### src/hw/rtl/ppc_pkg.sv
// Package for the polygon plane clipper: field widths, fixed-point formats,
// register indexes and the divider status type. No dependencies.
`default_nettype none

package ppc_pkg;

  // Field widths of the streamed items and of the configuration registers.
  localparam int unsigned CoordW   = 32;   // Q19.12 coordinates
  localparam int unsigned NormW    = 18;   // Q1.16 normal components
  localparam int unsigned CntW     = 9;    // output vertex count
  localparam int unsigned CfgIdxW  = 2;
  localparam int unsigned CfgDataW = 32;

  // Fixed-point internals.
  localparam int unsigned FracW    = 16;             // fraction bits of t
  localparam int unsigned QW       = FracW + 1;      // t in Q1.16, so 1.0 fits
  localparam int unsigned DistW    = 53;             // exact Q.28 distance
  localparam int unsigned DenW     = DistW + 1;      // |dprev| + |dcur|
  localparam int unsigned MulAW    = CoordW + 1;     // coordinate difference
  localparam int unsigned MulBW    = NormW;          // normal or t
  localparam int unsigned ProdW    = MulAW + MulBW;  // full product

  localparam int unsigned MaxVerticesDef = 256;

  typedef enum logic [CfgIdxW-1:0] {
    CFG_NORMAL_X   = 2'd0,
    CFG_NORMAL_Y   = 2'd1,
    CFG_NORMAL_Z   = 2'd2,
    CFG_PLANE_DIST = 2'd3
  } cfg_idx_e;

  typedef logic signed [CoordW-1:0] coord_t;
  typedef logic signed [DistW-1:0]  dist_t;

  typedef struct packed {
    logic busy;
    logic done;
  } div_status_t;

endpackage

`default_nettype wire

### src/hw/rtl/ppc_vertex_if.sv
// Vertex input channel of the polygon plane clipper: valid/ready handshake
// plus one vertex. Depends on ppc_pkg.
`default_nettype none

interface ppc_vertex_if;
  logic                                valid;
  logic                                ready;
  logic signed [ppc_pkg::CoordW-1:0]   vertex_x;
  logic signed [ppc_pkg::CoordW-1:0]   vertex_y;
  logic signed [ppc_pkg::CoordW-1:0]   vertex_z;
  logic                                last_vertex;

  modport source (output valid, vertex_x, vertex_y, vertex_z, last_vertex, input ready);
  modport sink   (input valid, vertex_x, vertex_y, vertex_z, last_vertex, output ready);
endinterface

`default_nettype wire

### src/hw/rtl/ppc_result_if.sv
// Result output channel of the polygon plane clipper: valid/ready handshake
// plus one clipped vertex or terminator. Depends on ppc_pkg.
`default_nettype none

interface ppc_result_if;
  logic                                valid;
  logic                                ready;
  logic signed [ppc_pkg::CoordW-1:0]   out_x;
  logic signed [ppc_pkg::CoordW-1:0]   out_y;
  logic signed [ppc_pkg::CoordW-1:0]   out_z;
  logic                                is_end;
  logic [ppc_pkg::CntW-1:0]            out_count;

  modport source (output valid, out_x, out_y, out_z, is_end, out_count, input ready);
  modport sink   (input valid, out_x, out_y, out_z, is_end, out_count, output ready);
endinterface

`default_nettype wire

### src/hw/rtl/ppc_mac.sv
// Shared signed multiplier of the polygon plane clipper with a registered
// product. Depends on ppc_pkg.
`default_nettype none

module ppc_mac (
  input  logic                               clk_i,
  input  logic signed [ppc_pkg::MulAW-1:0]   a_i,
  input  logic signed [ppc_pkg::MulBW-1:0]   b_i,
  output logic signed [ppc_pkg::ProdW-1:0]   prod_o
);
  import ppc_pkg::*;

  logic signed [ProdW-1:0] prod_q;

  always_ff @(posedge clk_i) begin
    prod_q <= a_i * b_i;
  end

  assign prod_o = prod_q;

endmodule

`default_nettype wire

### src/hw/rtl/ppc_div.sv
// Iterative restoring divider of the polygon plane clipper: one quotient bit
// per cycle, giving t = num / den in Q1.16. Depends on ppc_pkg.
`default_nettype none

module ppc_div (
  input  logic                          clk_i,
  input  logic                          rst_ni,
  input  logic                          start_i,
  input  logic [ppc_pkg::DistW-1:0]     num_i,
  input  logic [ppc_pkg::DenW-1:0]      den_i,
  output ppc_pkg::div_status_t          status_o,
  output logic [ppc_pkg::QW-1:0]        quot_o
);
  import ppc_pkg::*;

  localparam int unsigned StepW = $clog2(FracW + 1);
  localparam logic [StepW-1:0] LastStep = StepW'(FracW);

  logic [DenW-1:0]  rem_q;
  logic [DenW-1:0]  den_q;
  logic [QW-1:0]    quot_q;
  logic [StepW-1:0] step_q;
  logic             busy_q;
  logic             done_q;

  // The first step decides the integer bit without shifting; every later
  // step shifts the remainder left by one.
  logic [DenW:0] trial;
  logic          fits;

  assign trial = (step_q == '0) ? {1'b0, rem_q} : {rem_q, 1'b0};
  assign fits  = trial >= {1'b0, den_q};

  always_ff @(posedge clk_i or negedge rst_ni) begin
    if (!rst_ni) begin
      rem_q  <= '0;
      den_q  <= '0;
      quot_q <= '0;
      step_q <= '0;
      busy_q <= 1'b0;
      done_q <= 1'b0;
    end else if (start_i) begin
      rem_q  <= {1'b0, num_i};
      den_q  <= den_i;
      quot_q <= '0;
      step_q <= '0;
      busy_q <= 1'b1;
      done_q <= 1'b0;
    end else if (busy_q) begin
      rem_q  <= fits ? DenW'(trial - {1'b0, den_q}) : DenW'(trial);
      quot_q <= {quot_q[QW-2:0], fits};
      step_q <= step_q + 1'b1;
      if (step_q == LastStep) begin
        busy_q <= 1'b0;
        done_q <= 1'b1;
      end
    end
  end

  assign status_o.busy = busy_q;
  assign status_o.done = done_q;
  assign quot_o        = quot_q;

endmodule

`default_nettype wire

### src/hw/rtl/polygon_plane_clipper_top.sv
// Top level of the polygon plane clipper: sequencer, vertex and plane state,
// output register. Depends on ppc_pkg, ppc_vertex_if, ppc_result_if,
// ppc_mac and ppc_div.
`default_nettype none

// Sutherland-Hodgman clipping of one polygon against one plane. Vertices
// arrive one transaction at a time on vertex_i; the last one is flagged by
// last_vertex. Each vertex gets the exact signed distance n . v - plane_dist
// (Q.28), and a distance of zero or more counts as in front. For each edge
// the block emits the start vertex when it is in front, and a split point when
// the edge crosses the plane, at t = dprev / (dprev - dcur) in Q1.16 with
// round-to-nearest interpolation. The last vertex also closes the polygon with
// the edge back to the first vertex, after which a terminator transaction
// (is_end = 1, zero coordinates) carries the number of emitted vertices,
// saturating at 2*MAX_VERTICES-1. The output is therefore the usual cyclic
// order, rotated to start with the edge from the first to the second vertex.
// The block handles one vertex at a time and drops ready while it works. A
// vertex goes through acceptance and distance computation, then the edge step
// for each edge it runs, the divider and interpolation for every edge that
// crosses the plane, and for a closing vertex the terminator. The crossings
// dominate: each runs the 17-step iterative divider and then three passes
// through the single shared multiplier, which also computes the three products
// of each distance. A finished result sits in an output register, so a stalled
// sink only holds the sequencer when the next result is ready to go.
// Configuration writes on the cfg port are meant to happen while the block is
// idle.
module polygon_plane_clipper_top #(
  parameter int unsigned MAX_VERTICES = ppc_pkg::MaxVerticesDef
) (
  input  logic                           clk_i,
  input  logic                           rst_ni,
  input  logic                           cfg_we_i,
  input  logic [ppc_pkg::CfgIdxW-1:0]    cfg_idx_i,
  input  logic [ppc_pkg::CfgDataW-1:0]   cfg_wdata_i,
  ppc_vertex_if.sink                     vertex_i,
  ppc_result_if.source                   result_o
);
  import ppc_pkg::*;

  localparam logic [CntW-1:0] CountSat = CntW'(2 * MAX_VERTICES - 1);
  localparam logic [QW-1:0]   QOne     = QW'(2 ** FracW);
  localparam logic [ProdW-1:0] RoundHalf = ProdW'(2 ** (FracW - 1));
  localparam int unsigned     LerpW    = CoordW + 2;

  typedef enum logic [3:0] {
    ST_IDLE,   // waiting for a vertex
    ST_DIST,   // three products of the distance, accumulated
    ST_POST,   // first vertex bookkeeping, choose the edges to run
    ST_EDGE,   // emit the start vertex, decide on a crossing
    ST_DIV,    // divider computes t
    ST_LERP,   // three interpolations through the multiplier
    ST_EMIT,   // emit the split point
    ST_NEXT,   // advance to the closing edge or finish
    ST_TERM    // emit the terminator
  } state_e;

  // ---------------------------------------------------------------------------
  // Configuration registers
  // ---------------------------------------------------------------------------
  logic signed [NormW-1:0] normal_q [3];
  coord_t                  plane_q;

  always_ff @(posedge clk_i or negedge rst_ni) begin
    if (!rst_ni) begin
      normal_q[0] <= '0;
      normal_q[1] <= '0;
      normal_q[2] <= NormW'(2 ** FracW);
      plane_q     <= '0;
    end else if (cfg_we_i) begin
      unique case (cfg_idx_e'(cfg_idx_i))
        CFG_NORMAL_X:   normal_q[0] <= cfg_wdata_i[NormW-1:0];
        CFG_NORMAL_Y:   normal_q[1] <= cfg_wdata_i[NormW-1:0];
        CFG_NORMAL_Z:   normal_q[2] <= cfg_wdata_i[NormW-1:0];
        CFG_PLANE_DIST: plane_q     <= cfg_wdata_i[CoordW-1:0];
      endcase
    end
  end

  // ---------------------------------------------------------------------------
  // Sequencer state and vertex storage
  // ---------------------------------------------------------------------------
  state_e        state_q;
  logic [1:0]    cnt_q;       // step within the distance and interpolation passes
  logic          edge_q;      // 0: edge from previous vertex, 1: closing edge
  logic          last_q;
  logic          in_poly_q;
  logic [CntW-1:0] count_q;
  logic          div_start_q;

  coord_t        cur_q   [3];
  coord_t        first_q [3];
  coord_t        prev_q  [3];
  coord_t        split_q [3];
  dist_t         dist_q;
  dist_t         fdist_q;
  dist_t         pdist_q;

  logic          out_v_q;
  coord_t        out_x_q;
  coord_t        out_y_q;
  coord_t        out_z_q;
  logic          out_end_q;
  logic [CntW-1:0] out_cnt_q;

  // ---------------------------------------------------------------------------
  // Edge operands: the start vertex is always the previous vertex, since it
  // is updated to the current vertex before the closing edge runs.
  // ---------------------------------------------------------------------------
  coord_t        c_v [3];
  dist_t         c_d;
  logic          a_front;
  logic          c_front;
  logic [DistW-1:0] a_mag;
  logic [DistW-1:0] c_mag;
  logic [DenW-1:0]  den;

  always_comb begin
    for (int i = 0; i < 3; i++) begin
      c_v[i] = edge_q ? first_q[i] : cur_q[i];
    end
  end

  assign c_d     = edge_q ? fdist_q : dist_q;
  assign a_front = !pdist_q[DistW-1];
  assign c_front = !c_d[DistW-1];
  assign a_mag   = a_front ? DistW'(pdist_q) : DistW'(-pdist_q);
  assign c_mag   = c_front ? DistW'(c_d) : DistW'(-c_d);
  assign den     = {1'b0, a_mag} + {1'b0, c_mag};

  // ---------------------------------------------------------------------------
  // Shared multiplier and divider
  // ---------------------------------------------------------------------------
  logic [1:0]              mul_idx;
  logic [1:0]              acc_idx;
  logic signed [MulAW-1:0] mac_a;
  logic signed [MulBW-1:0] mac_b;
  logic signed [ProdW-1:0] prod;
  div_status_t             div_st;
  logic [QW-1:0]           quot;

  assign mul_idx = (cnt_q == 2'd3) ? 2'd2 : cnt_q;
  assign acc_idx = cnt_q - 2'd1;

  always_comb begin
    if (state_q == ST_LERP) begin
      mac_a = {c_v[mul_idx][CoordW-1], c_v[mul_idx]}
            - {prev_q[mul_idx][CoordW-1], prev_q[mul_idx]};
      mac_b = $signed({1'b0, quot});
    end else begin
      mac_a = {cur_q[mul_idx][CoordW-1], cur_q[mul_idx]};
      mac_b = normal_q[mul_idx];
    end
  end

  ppc_mac u_mac (
    .clk_i  (clk_i),
    .a_i    (mac_a),
    .b_i    (mac_b),
    .prod_o (prod)
  );

  ppc_div u_div (
    .clk_i    (clk_i),
    .rst_ni   (rst_ni),
    .start_i  (div_start_q),
    .num_i    (a_mag),
    .den_i    (den),
    .status_o (div_st),
    .quot_o   (quot)
  );

  // Distance accumulation and the rounded interpolation step.
  dist_t                prod_ext;
  dist_t                plane_ext;
  logic [ProdW-1:0]     prod_mag;
  logic [ProdW-1:0]     rnd_full;
  logic signed [LerpW-1:0] delta;
  logic signed [LerpW-1:0] split_sum;

  assign prod_ext  = {{(DistW - ProdW){prod[ProdW-1]}}, prod};
  assign plane_ext = {{(DistW - CoordW - FracW){plane_q[CoordW-1]}}, plane_q, {FracW{1'b0}}};
  assign prod_mag  = prod[ProdW-1] ? ProdW'(-prod) : ProdW'(prod);
  assign rnd_full  = (prod_mag + RoundHalf) >> FracW;
  assign delta     = prod[ProdW-1] ? -$signed({1'b0, rnd_full[CoordW:0]})
                                   :  $signed({1'b0, rnd_full[CoordW:0]});
  assign split_sum = {{2{prev_q[acc_idx][CoordW-1]}}, prev_q[acc_idx]} + delta;

  logic out_free;
  assign out_free = !out_v_q || result_o.ready;

  // ---------------------------------------------------------------------------
  // Sequencer
  // ---------------------------------------------------------------------------
  always_ff @(posedge clk_i or negedge rst_ni) begin
    if (!rst_ni) begin
      state_q     <= ST_IDLE;
      cnt_q       <= '0;
      edge_q      <= 1'b0;
      last_q      <= 1'b0;
      in_poly_q   <= 1'b0;
      count_q     <= '0;
      div_start_q <= 1'b0;
      cur_q       <= '{default: '0};
      first_q     <= '{default: '0};
      prev_q      <= '{default: '0};
      split_q     <= '{default: '0};
      dist_q      <= '0;
      fdist_q     <= '0;
      pdist_q     <= '0;
      out_v_q     <= 1'b0;
      out_x_q     <= '0;
      out_y_q     <= '0;
      out_z_q     <= '0;
      out_end_q   <= 1'b0;
      out_cnt_q   <= '0;
    end else begin
      div_start_q <= 1'b0;
      if (result_o.ready) begin
        out_v_q <= 1'b0;
      end

      unique case (state_q)
        ST_IDLE: begin
          if (vertex_i.valid) begin
            cur_q[0] <= vertex_i.vertex_x;
            cur_q[1] <= vertex_i.vertex_y;
            cur_q[2] <= vertex_i.vertex_z;
            last_q   <= vertex_i.last_vertex;
            cnt_q    <= '0;
            state_q  <= ST_DIST;
          end
        end

        ST_DIST: begin
          // Product k is issued at step k and added at the next step, from the registered product.
          if (cnt_q == 2'd0) begin
            dist_q <= -plane_ext;
          end else begin
            dist_q <= dist_q + prod_ext;
          end
          cnt_q <= cnt_q + 2'd1;
          if (cnt_q == 2'd3) begin
            state_q <= ST_POST;
          end
        end

        ST_POST: begin
          if (!in_poly_q) begin
            // Opening vertex: it becomes both first and previous vertex.
            first_q   <= cur_q;
            prev_q    <= cur_q;
            fdist_q   <= dist_q;
            pdist_q   <= dist_q;
            count_q   <= '0;
            in_poly_q <= 1'b1;
            edge_q    <= 1'b1;
            state_q   <= last_q ? ST_EDGE : ST_IDLE;
          end else begin
            edge_q  <= 1'b0;
            state_q <= ST_EDGE;
          end
        end

        ST_EDGE: begin
          if (!a_front || out_free) begin
            if (a_front) begin
              out_v_q   <= 1'b1;
              out_x_q   <= prev_q[0];
              out_y_q   <= prev_q[1];
              out_z_q   <= prev_q[2];
              out_end_q <= 1'b0;
              out_cnt_q <= '0;
              if (count_q < CountSat) begin
                count_q <= count_q + 1'b1;
              end
            end
            if (a_front != c_front) begin
              div_start_q <= 1'b1;
              state_q     <= ST_DIV;
            end else begin
              state_q <= ST_NEXT;
            end
          end
        end

        ST_DIV: begin
          // The done flag of the previous division is still visible while
          // the start pulse is in flight.
          if (div_st.done && !div_start_q) begin
            cnt_q   <= '0;
            state_q <= ST_LERP;
          end
        end

        ST_LERP: begin
          if (cnt_q != 2'd0) begin
            split_q[acc_idx] <= split_sum[CoordW-1:0];
          end
          cnt_q <= cnt_q + 2'd1;
          if (cnt_q == 2'd3) begin
            state_q <= ST_EMIT;
          end
        end

        ST_EMIT: begin
          if (out_free) begin
            out_v_q   <= 1'b1;
            out_x_q   <= split_q[0];
            out_y_q   <= split_q[1];
            out_z_q   <= split_q[2];
            out_end_q <= 1'b0;
            out_cnt_q <= '0;
            if (count_q < CountSat) begin
              count_q <= count_q + 1'b1;
            end
            state_q <= ST_NEXT;
          end
        end

        ST_NEXT: begin
          if (!edge_q) begin
            prev_q  <= cur_q;
            pdist_q <= dist_q;
            if (last_q) begin
              edge_q  <= 1'b1;
              state_q <= ST_EDGE;
            end else begin
              state_q <= ST_IDLE;
            end
          end else begin
            state_q <= ST_TERM;
          end
        end

        ST_TERM: begin
          if (out_free) begin
            out_v_q   <= 1'b1;
            out_x_q   <= '0;
            out_y_q   <= '0;
            out_z_q   <= '0;
            out_end_q <= 1'b1;
            out_cnt_q <= count_q;
            in_poly_q <= 1'b0;
            count_q   <= '0;
            state_q   <= ST_IDLE;
          end
        end

        default: begin
          state_q <= ST_IDLE;
        end
      endcase
    end
  end

  assign vertex_i.ready     = (state_q == ST_IDLE);
  assign result_o.valid     = out_v_q;
  assign result_o.out_x     = out_x_q;
  assign result_o.out_y     = out_y_q;
  assign result_o.out_z     = out_z_q;
  assign result_o.is_end    = out_end_q;
  assign result_o.out_count = out_cnt_q;

`ifndef SYNTHESIS
  // The divider only runs while a vertex is being processed.
  a_idle_div_quiet: assert property (@(posedge clk_i) disable iff (!rst_ni)
    vertex_i.ready |-> !div_st.busy)
    else $error("divider busy while the clipper is idle");

  // Both edge endpoints lie on opposite sides, so t never exceeds 1.0.
  a_quot_range: assert property (@(posedge clk_i) disable iff (!rst_ni)
    div_st.done |-> quot <= QOne)
    else $error("interpolation factor above one");

  // The emitted vertex count saturates.
  a_count_sat: assert property (@(posedge clk_i) disable iff (!rst_ni)
    count_q <= CountSat)
    else $error("vertex count beyond saturation value");

  // An accepted vertex always starts the distance pass.
  a_accept_dist: assert property (@(posedge clk_i) disable iff (!rst_ni)
    (vertex_i.valid && vertex_i.ready) |=> (state_q == ST_DIST && cnt_q == 2'd0))
    else $error("accepted vertex did not start the distance pass");
`endif

endmodule

`default_nettype wire

### src/flat_wrapper.sv
// flat-port wrapper written by rule: the top's interface ports become plain ports
module polygon_plane_clipper_top_flat import ppc_pkg::*;
#(
  parameter int unsigned MAX_VERTICES = ppc_pkg::MaxVerticesDef
)
  (clk_i, rst_ni, cfg_we_i, cfg_idx_i, cfg_wdata_i, vertex_i_valid, vertex_i_vertex_x, vertex_i_vertex_y, vertex_i_vertex_z, vertex_i_last_vertex, vertex_i_ready, result_o_valid, result_o_out_x, result_o_out_y, result_o_out_z, result_o_is_end, result_o_out_count, result_o_ready);
  ppc_vertex_if vertex_i_i ();
  ppc_result_if result_o_i ();
  input  logic clk_i;
  input  logic rst_ni;
  input  logic cfg_we_i;
  input  logic [ppc_pkg::CfgIdxW-1:0] cfg_idx_i;
  input  logic [ppc_pkg::CfgDataW-1:0] cfg_wdata_i;
  input wire logic [$bits(vertex_i_i.valid)-1:0] vertex_i_valid;
  input wire logic [$bits(vertex_i_i.vertex_x)-1:0] vertex_i_vertex_x;
  input wire logic [$bits(vertex_i_i.vertex_y)-1:0] vertex_i_vertex_y;
  input wire logic [$bits(vertex_i_i.vertex_z)-1:0] vertex_i_vertex_z;
  input wire logic [$bits(vertex_i_i.last_vertex)-1:0] vertex_i_last_vertex;
  output wire logic [$bits(vertex_i_i.ready)-1:0] vertex_i_ready;
  output wire logic [$bits(result_o_i.valid)-1:0] result_o_valid;
  output wire logic [$bits(result_o_i.out_x)-1:0] result_o_out_x;
  output wire logic [$bits(result_o_i.out_y)-1:0] result_o_out_y;
  output wire logic [$bits(result_o_i.out_z)-1:0] result_o_out_z;
  output wire logic [$bits(result_o_i.is_end)-1:0] result_o_is_end;
  output wire logic [$bits(result_o_i.out_count)-1:0] result_o_out_count;
  input wire logic [$bits(result_o_i.ready)-1:0] result_o_ready;
  assign vertex_i_i.valid = vertex_i_valid;
  assign vertex_i_i.vertex_x = vertex_i_vertex_x;
  assign vertex_i_i.vertex_y = vertex_i_vertex_y;
  assign vertex_i_i.vertex_z = vertex_i_vertex_z;
  assign vertex_i_i.last_vertex = vertex_i_last_vertex;
  assign vertex_i_ready = vertex_i_i.ready;
  assign result_o_valid = result_o_i.valid;
  assign result_o_out_x = result_o_i.out_x;
  assign result_o_out_y = result_o_i.out_y;
  assign result_o_out_z = result_o_i.out_z;
  assign result_o_is_end = result_o_i.is_end;
  assign result_o_out_count = result_o_i.out_count;
  assign result_o_i.ready = result_o_ready;
  polygon_plane_clipper_top #(.MAX_VERTICES(MAX_VERTICES)) u_core (.clk_i(clk_i), .rst_ni(rst_ni), .cfg_we_i(cfg_we_i), .cfg_idx_i(cfg_idx_i), .cfg_wdata_i(cfg_wdata_i), .vertex_i(vertex_i_i), .result_o(result_o_i));
endmodule
### config.mk
export PLATFORM = sky130hd
export DESIGN_NAME = polygon_plane_clipper_top_flat
export DESIGN_NICKNAME = d
export VERILOG_FILES = /design/src/hw/rtl/ppc_pkg.sv /design/src/hw/rtl/ppc_vertex_if.sv /design/src/hw/rtl/ppc_result_if.sv /design/src/hw/rtl/ppc_mac.sv /design/src/hw/rtl/ppc_div.sv /design/src/hw/rtl/polygon_plane_clipper_top.sv /design/src/flat_wrapper.sv
export SDC_FILE = /design/constraint.sdc
export NUM_CORES = 2
export LEC_CHECK = 0
export ABC_AREA = 1
export BUFFER_PORTS_ARGS = -buffer_cell sky130_fd_sc_hd__buf_2
export CAP_MARGIN = 20
export CORE_ASPECT_RATIO = 1.1
export CORE_MARGIN = 4
export CORE_UTILIZATION = 60
export DETAILED_ROUTE_END_ITERATION = 6
export GPL_ROUTABILITY_DRIVEN = 0
export GPL_TIMING_DRIVEN = 1
export PLACE_DENSITY_LB_ADDON = 0.05
export RECOVER_POWER = 25
export SYNTH_ARGS = -nofsm -noshare
export SYNTH_HDL_FRONTEND = slang
export SYNTH_HIERARCHICAL = 1
export SYNTH_SLANG_ARGS = --single-unit
### constraint.sdc
create_clock -name clk_i -period 14.9 [get_ports clk_i]
set_input_delay 2.98 -clock clk_i [delete_from_list [all_inputs] [get_ports clk_i]]
set_output_delay 2.98 -clock clk_i [all_outputs]
set_load 0.05 [all_outputs]
After elaboration in Yosys (flattened, before gate mapping)
Cells that the tools add are included.
W data, S select, Z words.
{"block": "word_totals", "output_inout_bits": 108, "ff_bits": 938}
{"block": "classes", "n_addsub": 15, "n_reduce_logical": 36, "eq_ne": 24, "order_cmp": 5, "muxes": 107, "n_bitwise": 3, "n_mul": 1}
{"op": "$mux W32", "count": 23}
{"op": "$mux W53", "count": 6}
{"op": "$pmux W32 S3", "count": 3}
{"op": "$bmux W32 S2", "count": 4}
{"op": "$mux W96", "count": 2}
{"op": "$pmux W96 S2", "count": 1}
{"op": "$mux W54", "count": 3}
{"op": "$neg A53 Y53", "count": 2}
{"op": "$pmux W53 S2", "count": 1}
{"op": "$bwmux W96", "count": 1}
{"op": "$mux W9", "count": 9}
{"op": "$demux W32 S2", "count": 1}
{"op": "$ge A55 B54 Y1", "count": 1}
{"op": "$mux W55", "count": 1}
{"op": "$add A53 B53 Y54", "count": 1}
{"op": "$mux W18", "count": 3}
{"op": "$sub A54 B54 Y54", "count": 1}
{"op": "$add A53 B51 Y53", "count": 1}
{"op": "$neg A48 Y53", "count": 1}
{"op": "$mul A33 B18 Y51", "count": 1}
{"op": "$add A48 B16 Y48 const B", "count": 1}
{"op": "$mux W48", "count": 1}
{"op": "$neg A48 Y48", "count": 1}
{"op": "$bmux W18 S2", "count": 1}
{"op": "49 further kinds", "count": 121}

Depth between registers and ports, before layout
{"block": "logic_depth", "ltp_word": 9, "ltp_mapped": 60}

Hierarchy
Netlist, hierarchy kept.
{"module": "polygon_plane_clipper_top", "seq_area_each_um2": 18894.4, "cells_each": 6810, "instances": 1, "area_each_um2": 49302.3}
{"module": "ppc_mac", "seq_area_each_um2": 1021.0, "cells_each": 3169, "instances": 1, "area_each_um2": 23576.4}
{"module": "ppc_div", "seq_area_each_um2": 3303.2, "cells_each": 1705, "instances": 1, "area_each_um2": 10796.6}

Worst setup path before layout
OpenSTA, ideal clock, no wires.
{"block": "synth_path", "path_type": "register -> register", "from": "reg u_core.edge_q", "to": "reg u_core.u_mac.prod_q[42] (netlist: u_core/u_mac/prod_o[42])", "path_slack_ns": 5.729, "setup_time_ns": 0.113, "path_stages_with_launch": 53, "t_arrival_ns": 9.059, "cell_sequence": "dfrtp_1 buf_6 buf_4 buf_6 buf_2 buf_2 buf_2 buf_2 clkinv_1 nor2_1 buf_2 o211ai_1 nand3_1 ha_1 inv_1 o21bai_1 a31oi_1 o21bai_1 [17 not listed] fa_1 fa_1 ha_1 inv_1 fa_1 inv_1 fa_1 inv_1 fa_1 inv_1 ha_1 nand2_1 nor2_1 nand2_1 nor3_1 nand3_1 nand4_1 nand2_1"}
{"block": "synth_via", "elab_chain_len": 7, "elab_cells_between_ends": 9}
{"element": "from (decl)", "line": "polygon_plane_clipper_top.sv:84", "source": "logic edge_q;"}
{"element": "from (signal assigned)", "line": "polygon_plane_clipper_top.sv:198", "source": "edge_q <= 1'b0;"}
{"element": "from (signal assigned)", "line": "polygon_plane_clipper_top.sv:256", "source": "edge_q <= 1'b1;"}
{"element": "from (signal assigned)", "line": "polygon_plane_clipper_top.sv:259", "source": "edge_q <= 1'b0;"}
{"element": "$mux W32", "line": "polygon_plane_clipper_top.sv:119", "source": "c_v[i] = edge_q ? first_q[i] : cur_q[i];"}
{"element": "$bmux W32 S2 (*)", "line": "polygon_plane_clipper_top.sv:146", "source": "mac_a = {c_v[mul_idx][CoordW-1], c_v[mul_idx]}"}
{"element": "$mux W32 (not written as such) (*) (2 in series)", "line": "polygon_plane_clipper_top.sv:146"}
{"element": "$sub A32 B32 Y33 (*)", "line": "polygon_plane_clipper_top.sv:147", "source": "- {prev_q[mul_idx][CoordW-1], prev_q[mul_idx]};"}
{"element": "$mux W33 (*)", "line": "polygon_plane_clipper_top.sv:145", "source": "if (state_q == ST_LERP) begin"}
{"element": "net u_core.mac_a[32]", "line": "polygon_plane_clipper_top.sv:135", "source": "logic signed [MulAW-1:0] mac_a;"}
{"element": "$mul A33 B18 Y51 (*)", "line": "ppc_mac.sv:16", "source": "prod_q <= a_i * b_i;"}
{"element": "to (signal assigned)", "line": "ppc_mac.sv:16"}
{"element": "to (decl)", "line": "ppc_mac.sv:13", "source": "logic signed [ProdW-1:0] prod_q;"}
The timed path passes the listed nets; every way through them passes the cells marked *. The select of a mux whose other input is x is not followed.
A chain may end at the register's enable or synchronous reset.

Worst setup path after layout
{"block": "layout_path", "from": "reg u_core.edge_q", "to": "reg u_core.u_mac.prod_q[26] (netlist: u_core/u_mac/prod_o[26])"}
Same word-level chain as after synthesis.

==> metrics.md <==
| Metric | Value |
|---|---|
| Worst R2R Setup Slack | approximately 2.5 ns |
| Critical R2R Launch | u_core/edge_q |
| Root Buffer | clkbuf_16 |
| FF+latch area | 0.02322 mm^2 |
| Setup TNS Final | 0 ns |
| RR Endpoint | u_core/u_mac/prod_o[26] |
| Post-Syn Nets | between 10000 and 15000 |
| Slew Limit Headroom | -2.546 |
| Layout cell share with drive strength beyond 1 | 0.06967 |
| Drt first pass iters | 7 |
| Initial Util | 0.6049 |
| Cts hold-fix bufs | 0 |
| Worst Tran Pin Value | around 5.3 ns |
| Core Box Area | around 0.14 mm^2 |
| Worst-Skew Late Latency | about 0.7 ns |
| Hold path endpoint | u_core/result_o.is_end |
| RSZ-0062 raised after global routing | false |
| # H-tree levels | 3 |
| CTS tree | done |
| GRT Util Overall | 0.3665 |
| Post-synth design cell area | ~0.084 mm^2 |
| Syn avg cell area | slightly above 7 um^2 |
| Status | finished, violations left |
| F_max | between 0.08 and 0.09 GHz |
| Number of max-cap violations | 13 |
| Row cnt | between 100 and 150 |
| HPWL Detailed | around 210 mm |
| Worst Path Required | approximately 16 ns |
| Commonest non-fill, non-tap cell in the layout | nand2_1 |
| Number of gates resized after cts | 0 |
| Crit path kind | register to register |
| Reg2reg path depth | 42 |
| Die X | roughly 360 um |
| Port bufs | between 200 and 250 |
| Die ar. | around 0.15 mm^2 |
| Routed length per instance | roughly 20 um |
| Data arrival time of the critical path | around 13 ns |
| Min-delay worst type | register to register |
| Failing checks | design-rule violations, max-capacitance violations, max-slew violations |
| Setup Fix Bufs, Post-CTS | 0 |
| First-pass GRT wire length | approximately 420 mm |
| Vias/cell | just under 6 |
| Placement Cell Area | 0.08616 mm^2 |
| Final Cycle Share | 0.8324 |
| Total Wirelength | approximately 270 mm |
| CP endpoint kind | register |
| Final design area excluding fillers | 0.08967 mm^2 |
| Final setup fails | 0 |
| Longest Clk Path Bufs | 3 |
| Initial DRC Count | about 8400 |
| Post-route ant nets | 0 |
| Clock sink total | ~940 |
| Crit-path max cell delay | roughly 1.8 ns |
| Synthesized instance count | about 12000 |
| Fin. max-slew vios | roughly 940 |
| Hold Vio Cnt, Final | 0 |
| Commonest cells after routing, fill and taps aside | nand2_1 (3174), inv_1 (2047), nor2_1 (936) |
| Skew final | around 0.044 ns |
| Vias in the first global route | roughly 75000 |
| Total number of yosys warnings | 6 |
| IO Count | about 240 |
| Worst path slowest cell | dfrtp_1 |
| Setup crit start kind | register |
| Critical path peak fanout | 60 |
| CTS buffer count | between 90 and 100 |
| Area grow syn2layout | 7.171% |
| Fin nets | approximately 13000 |
| Fillers | 12420 |
| Initial antenna violation count | 5 |
| Largest net degree at the start of global routing | ~180 |
| Ant diodes | 0 |
| Fin crit period | 12.40 ns |
| Die Span Y | 399.7 um |
| Drt drc | 9 |
| Hold path startpoint | u_core/result_o.is_end |
| Via count of the routed design | between 70000 and 80000 |
| Register clock-pin slew on the reported worst setup and hold paths | roughly 0.06 ns |
| Multi-input logic area | about 0.05 mm^2 |
| Hold Path Cell Cnt | 2 |
| Total gr overflow | 0 |
state kept, by name (all words and copies together), names as in the netlist, 51 cells and up:
register / flops
u_core/u_div/rem_q: 54
u_core/split_q: 96
u_core/dist_q: 53
u_core/prev_q: 96
u_core/u_div/den_q: 54
u_core/u_mac/prod_o: 51
u_core/normal_q: 54
u_core/first_q: 96
u_core/cur_q: 96
u_core/pdist_q: 53
u_core/fdist_q: 53
worst max-delay path by stage:
stage | slack [ns] | to | from
6_report | 2.50 | u_core/u_mac/prod_o[26] | u_core/edge_q
3_3_place_gp | 3.39 | u_core/u_mac/prod_o[23] | u_core/cnt_q[0]
4_1_cts | 3.13 | u_core/u_mac/prod_o[26] | u_core/cnt_q[0]
5_1_grt | 1.93 | u_core/u_mac/prod_o[43] | u_core/edge_q
3_5_place_dp | 3.17 | u_core/u_mac/prod_o[23] | u_core/cnt_q[0]
2_1_floorplan | 5.73 | u_core/u_mac/prod_o[42] | u_core/edge_q
routing by layer:
metal / global-route usage / wire [um] / up-vias
li1: - / - / 36340
met1: 0.5036 / 109700 / 37100
met2: 0.5626 / 117700 / 3960
met3: 0.06935 / 27920 / 759
met4: 0.1759 / 15210 / 2
met5: 0 / 20 / -
critical path: cells and delay by family, from the launching register on:
family          cells  cell delay [ns]
compound gates     10             1.93
xor+xnor            1             0.16
fa+ha+maj           9             3.95
buf+inv             9             1.82
flops               1             1.80
simple gates       13             2.58
metrics by stage:
stage	instances	setup slack [ns]	hold slack, ns	util
2_1_floorplan	11680	5.729	0.4478	-
3_3_place_gp	13350	3.386	0.4494	0.6228
3_5_place_dp	13350	3.166	0.4620	0.6230
4_1_cts	13530	3.131	0.4777	0.6486
5_1_grt	13540	1.930	0.5026	0.6483
6_report	13540	2.498	0.4714	0.6483
layout make-up:
cell class              instances  area share
well taps                    1812     0.02528
clock inverters                53    0.009447
repair buffers                335     0.02154
clock buffers                 128     0.03006
flip-flops and latches        938      0.2590
multi-input cells            8185      0.5673
inverters                    2087     0.08741
Power is not shown: default switching activity piles up to over one toggle a cycle in this logic, so the estimate is an artifact.
